--- src/hw/rtl/convex_hull_min_line_engine_core_assert.svh ---
// ---------------------------------------------------------------------------
// Assertion macros for the convex hull minimum line engine
// Implication checks sampled on the rising edge of clk, off during reset.
// ---------------------------------------------------------------------------
`ifndef CONVEX_HULL_MIN_LINE_ENGINE_CORE_ASSERT_SVH
`define CONVEX_HULL_MIN_LINE_ENGINE_CORE_ASSERT_SVH

// Same-cycle implication
`define CHMLE_ASSERT_SAME(lbl, ante, cons) \
  lbl: assert property (@(posedge clk) disable iff (!rst_n) (ante) |-> (cons)) \
    else $error("assertion failed");

// Next-cycle implication
`define CHMLE_ASSERT_NEXT(lbl, ante, cons) \
  lbl: assert property (@(posedge clk) disable iff (!rst_n) (ante) |=> (cons)) \
    else $error("assertion failed");

`endif

--- src/hw/rtl/chmle_pkg.sv ---
// ---------------------------------------------------------------------------
// chmle_pkg
// Shared types and constants of the convex hull minimum line engine.
// ---------------------------------------------------------------------------
package chmle_pkg;

  localparam int SLOPE_W = 32;
  localparam int ICPT_W  = 48;
  localparam int X_W     = 32;
  localparam int VAL_W   = 64;
  localparam int CNT_W   = 11;

  // at most this many lines in the range end the ternary search
  localparam int SCAN_LIMIT = 5;
  // removal test needs this many lines
  localparam int REMOVE_MIN = 3;

  localparam logic OP_ADD   = 1'b0;
  localparam logic OP_QUERY = 1'b1;

  localparam logic [1:0] STATUS_OK    = 2'd0;
  localparam logic [1:0] STATUS_EMPTY = 2'd1;
  localparam logic [1:0] STATUS_FULL  = 2'd2;

  // one hull entry
  typedef struct packed {
    logic [ICPT_W-1:0]  icpt;
    logic [SLOPE_W-1:0] slope;
  } line_t;

  // removal test result
  typedef struct packed {
    logic done;
    logic useless;
  } cmp_stat_t;

  typedef enum logic [3:0] {
    ST_IDLE,
    ST_A_RD1,
    ST_A_RD2,
    ST_A_CAP,
    ST_A_CMP,
    ST_A_WR,
    ST_Q_CHK,
    ST_Q_RD1,
    ST_Q_RD2,
    ST_Q_WAIT,
    ST_Q_SCAN,
    ST_Q_SWAIT
  } state_t;

endpackage

--- src/hw/rtl/chmle_line_eval.sv ---
// ---------------------------------------------------------------------------
// chmle_line_eval
// Two-stage evaluator of slope*x + intercept; one start per cycle.
// ---------------------------------------------------------------------------
module chmle_line_eval (
  input  logic                            clk,
  input  logic                            rst_n,
  input  logic                            start,
  input  chmle_pkg::line_t                line_in,
  input  logic signed [chmle_pkg::X_W-1:0] x_in,
  output logic                            valid,
  output logic signed [chmle_pkg::VAL_W-1:0] value
);

  logic                                 v1_r, v2_r;
  logic signed [chmle_pkg::VAL_W-1:0]   prod_r;
  logic signed [chmle_pkg::ICPT_W-1:0]  icpt_r;
  logic signed [chmle_pkg::VAL_W-1:0]   value_r;

  // valid pipeline
  always_ff @(posedge clk) begin
    if (!rst_n) begin
      v1_r <= 1'b0;
      v2_r <= 1'b0;
    end else begin
      v1_r <= start;
      v2_r <= v1_r;
    end
  end

  // multiply, then add
  always_ff @(posedge clk) begin
    prod_r  <= $signed(line_in.slope) * x_in;
    icpt_r  <= $signed(line_in.icpt);
    value_r <= prod_r + chmle_pkg::VAL_W'(icpt_r);
  end

  assign valid = v2_r;
  assign value = value_r;

endmodule

--- config.mk ---
export PLATFORM = sky130hd
export DESIGN_NAME = chmle_line_eval
export DESIGN_NICKNAME = d
export VERILOG_FILES = /design/src/hw/rtl/convex_hull_min_line_engine_core_assert.svh /design/src/hw/rtl/chmle_pkg.sv /design/src/hw/rtl/chmle_line_eval.sv
export SDC_FILE = /design/constraint.sdc
export NUM_CORES = 2
export LEC_CHECK = 0
export CAP_MARGIN = 10
export CORE_ASPECT_RATIO = 1.2
export CORE_MARGIN = 2
export CORE_UTILIZATION = 40
export CTS_CLUSTER_SIZE = 14
export DETAILED_ROUTE_END_ITERATION = 10
export DONT_BUFFER_PORTS = 1
export MAX_ROUTING_LAYER = met4
export PLACE_DENSITY = 0.58
export SLEW_MARGIN = 15
export SYNTH_ARGS = -nofsm -noshare
export SYNTH_HDL_FRONTEND = slang
export SYNTH_SLANG_ARGS = --single-unit
--- constraint.sdc ---
create_clock -name clk -period 9.4 [get_ports clk]
set_clock_uncertainty 0.1 [all_clocks]
set_input_delay 1.41 -clock clk [delete_from_list [all_inputs] [get_ports clk]]
set_output_delay 1.41 -clock clk [all_outputs]
set_load 0.05 [all_outputs]
Word level (Yosys, flattened, before mapping) --
Cells that the tools add are included.
Word-level totals: bits in registers 178, bits in latches 0, RAM bits 0, memory bits (read-only) 0, bits of input ports 115, output and inout bits 65, logic and storage cells 7, memories kept 0
Cells by class: $add $sub $neg 1, $mul 1, div/mod/pow operators 0, magnitude comparators 0, equal/unequal tests 0, shifts and indexed selects 0, mux-type cells 0, bitwise gates (word level) 0, reductions and logical operators 0
Operators with widths (number):
- adder 64 x 48 -> 64 bit | 1
- multiplier 32 x 32 -> 64 bit | 1

Logic depth before layout (Yosys ltp) --
word-level depth 1, mapped depth 28, depth with buffers taken out 26

Worst setup path after synthesis --
OpenSTA, ideal clock, no wires.
kind input port to flip-flop, start input port line_in[31] (netlist name), end register prod_r[61] (netlist name), setup time 0.137 ns, data arrival time 8.492 ns, data required time 9.163 ns, path slack 0.671 ns, cell stages on the path 24, path buffers 2, cell sequence clkbuf_1 > nand2_1 > inv_1 > fa_1 > inv_1 > fa_1 > inv_1 > fa_1 > fa_1 > inv_1 > fa_1 > inv_1 > fa_1 > fa_1 > fa_1 > ha_1 > clkbuf_1 > nand2_1 > o21ai_0 > o41ai_1 > a2bb2oi_1 > a31oi_4 > a2111oi_2 > a311oi_2
Between the ends: cells in the longest elaborated chain, start to end 1
RTL lines:
- start, declared | line chmle_line_eval.sv:9 | input chmle_pkg::line_t line_in,
- multiplier 32 x 32 -> 64 bit | line chmle_line_eval.sv:33 | prod_r <= $signed(line_in.slope) * x_in;
- end signal, assigned | line chmle_line_eval.sv:33
- end, declared | line chmle_line_eval.sv:16 | logic signed [chmle_pkg::VAL_W-1:0] prod_r;
No other way between the ends. A chain may end at the register's enable or synchronous reset.

Worst setup path in the final report --
start input port x_in[8] (netlist name), end register prod_r[62] (netlist name)
Between the ends: cells in the longest elaborated chain, start to end 1
RTL lines:
- start, declared | line chmle_line_eval.sv:10 | input logic signed [chmle_pkg::X_W-1:0] x_in,
- multiplier 32 x 32 -> 64 bit | line chmle_line_eval.sv:33
No other way between the ends.

==> impl_results.md <==
* First-pass GRT wire length at between 150 and 200 mm
* Worst hold stages at 1
* Most frequent cells in the layout: fa_1 (1083), inv_1 (975), nand2_1 (549)
* Critical Path End Type: register
* Clk sinks at ~180
* Worst path required time at 9.64 ns
* Final design area excluding fillers at around 45000 sq um
* Crit path time final at around 8.4 ns
* Worst path arrival time at about 8.7 ns
* Post-synth EDFFs at 0
* Placed Instances at around 5700
* Final #Nets at 5805
* Crit path largest cell delay at slightly below 0.7 ns
* Root Buffer: clkbuf_16
* CP Class: input pin to register
* Vias post-DR at 29700
* DR WL/cell at 20.8 microns
* F_max at around 120 MHz
* Synth async-reset ratio at 0%
* CTS Hold Bufs at 0
* Die H at 365 microns
* I/O Buffers at 0
* Post-CTS setup buffers at 0
* Starting Density at about two fifths
* CTS clk-pin slew, worst paths at ~0.070 ns
* CP max stage cell: fa_1
* Congestion Overflow GR at 0
* TritonCTS buffer count at 17
* TritonCTS clock tree: yes
* Iter 0 DRT Violations at roughly 1500
* Max Cap Viol at 0
* DR vias/cell at roughly 5
* Seq/Total Area, Yosys at 8.22%
* Startpoint Class: input pin
* Fin Setup TNS at 0 ns
* Final Hold Vio Count at 0
* Slew HR at 53.8%
* Post-Syn Nets at around 6000
* Clk buf depth at 2
* Syn. warnings at 0
* HPWL Detailed at 96.7 mm
* Die area at around 110000 sq um
* IO Count at 180
* Drt pass-1 iters at 5
* Count of cell types in the netlist at 80
* # H-tree levels at 4
* Largest fanout on the critical path at 32
* RSZ-0062 raised after global routing: no
* Mapped Area at 43300 sq um
* Routed Antenna Nets at 0
* Final setup violation count at 0
* Routed wire length at 120 mm
* Post-synthesis to final-layout area growth at 3.57%
* Most common cell after layout, fill and taps aside: fa_1
* GRT Overall Usage at between 20% and 30%
* Drc violations at 0
* Post-Synthesis Cells at ~4600
* Largest net degree at the start of global routing at 33
* Via count of the first global-routing pass at between 30000 and 40000
* Worst reg2reg path depth at 12
* Fraction of layout cells with a size suffix above 1 at 1.39%
* Mean Syn Cell Area at roughly 9.5 sq um
* Crit path cell chain: and2_1, fa_1, fa_1, inv_1, fa_1, fa_1, inv_1, fa_1, fa_1, fa_1, fa_1, ha_1, a21o_1, a21o_1, a21o_1, a221o_1, a21oi_1, a31oi_1, a211oi_1, o21ai_1, xor2_1
* Clock latency on the worst-skew pair at 0.45 ns
* Rows at roughly 130
* Worst-Margin Slew at between 0.6 and 0.7 ns
* Post-CTS sizing at 0
* Final non-filler cell total at between 5000 and 6000
* Dpl cell area at 44300 sq um
* Most used cell along the critical path: fa_1
* Filler cells at about 11000
* Placer Congestion at 0.906
* Ys flop type: dfxtp_1
* Die width at around 300 microns
* Final worst path period share at 89.6%
* Initial antenna violation count at 0
* Slew Limit Fails at 0
* Outcome: complete, no violations
* HP Class: register to register
* FF+latch count, synth at 178
* CORE AREA at 108000 sq um
-- sequential cells by signal, summed over array words and instances (netlist names) --
name and count:
prod_r 64, v1_r 1, value 64, valid 1, icpt_r 48
-- critical path: cells and delay by family --
family / cells / cell delay, ns
and+or+nand+nor: 1 / 0.17
adders and majority gates: 9 / 4.77
buffers and inverters: 2 / 0.15
AOI/OAI and AO/OA: 8 / 1.98
xor gates and xnor gates: 1 / 0.15
-- synthesized netlist by cell type, types with 6 or more instances --
master	n	area, sq um
o211ai_1	7	52.6
nand2b_1	16	100
and3_1	20	125
fa_1	1083	21700
nor2_1	93	349
xor2_1	47	412
ha_1	247	3090
o21a_1	16	120
a211oi_1	14	105
clkbuf_1	228	856
o21ai_0	72	360
nor3_1	18	90.1
dfxtp_1	178	3560
buf_2	6	30.0
a21oi_1	123	616
a21o_1	81	608
inv_1	975	3660
nand2_1	549	2060
nand3_1	19	95.1
and2_1	519	3250
nor2b_1	11	68.8
nand4_1	28	175
a31oi_1	13	81.3
xnor2_1	78	683
o21bai_1	20	150
-- metrics by stage --
| stage | hold slack (ns) | setup WS, ns | utilization (%) |
|---|---|---|---|
| 2_1_floorplan | 0.312 | 0.671 | - |
| 3_3_place_gp | 0.316 | 0.618 | 41.1 |
| 3_5_place_dp | 0.325 | 0.533 | 41.1 |
| 4_1_cts | 0.342 | 1.01 | 41.7 |
| 5_1_grt | 0.355 | 0.513 | 41.7 |
| 6_report | 0.339 | 0.976 | 41.7 |
-- cell families (layout without fill, tap and decap cells) --
group / Yosys count / in the layout / synth area share [%]
AO/OA/AOI/OAI: 420 / 420 / 6.42
multiplexers: 3 / 3 / 0.0751
adder cells (fa/ha/maj): 1330 / 1330 / 57.2
XOR/XNOR: 125 / 125 / 2.53
flip-flops: 178 / 178 / 8.22
AND/OR/NAND/NOR: 1301 / 1301 / 15.1
other: 0 / 1 / 0
buffers and inverters: 1211 / 1016 / 10.5
-- final timing paths --
| path | from | slack, ns | to |
|---|---|---|---|
| setup reg to reg | prod_r[0] | 5.71 | value[60] |
| setup / recovery | x_in[8] | 0.98 | prod_r[62] |
| hold reg to reg | v1_r | 0.34 | valid |
| hold / removal | v1_r | 0.34 | valid |
-- area by class of cell --
class / instances / area, sq um / share of cell area, %
tap: 1407 / 1760 / 3.92
inverter: 976 / 3660 / 8.16
sequential: 178 / 3560 / 7.94
clock inverter: 15 / 191 / 0.426
clock buffer: 17 / 425 / 0.948
antenna: 1 / 2.50 / 0.00558
multi-input combinational: 3179 / 35200 / 78.5
timing repair buffer: 8 / 60.1 / 0.134
-- per-layer routing --
layer  share of wire (%)  vias to the layer above  wire length (microns)  global-route usage (%)
met5                   0                        -                      0                       -
met2                  55                      708                  65800                    44.1
met4                 6.4                        0                   7670                    12.2
met3                 3.8                      252                   4570                    2.88
li1                    -                    13100                      -                       -
met1                  35                    15600                  42400                    24.2
Power is left out: the tool's default activity adds up to more than one toggle a clock period on the data nets, which glitch-free logic cannot reach.
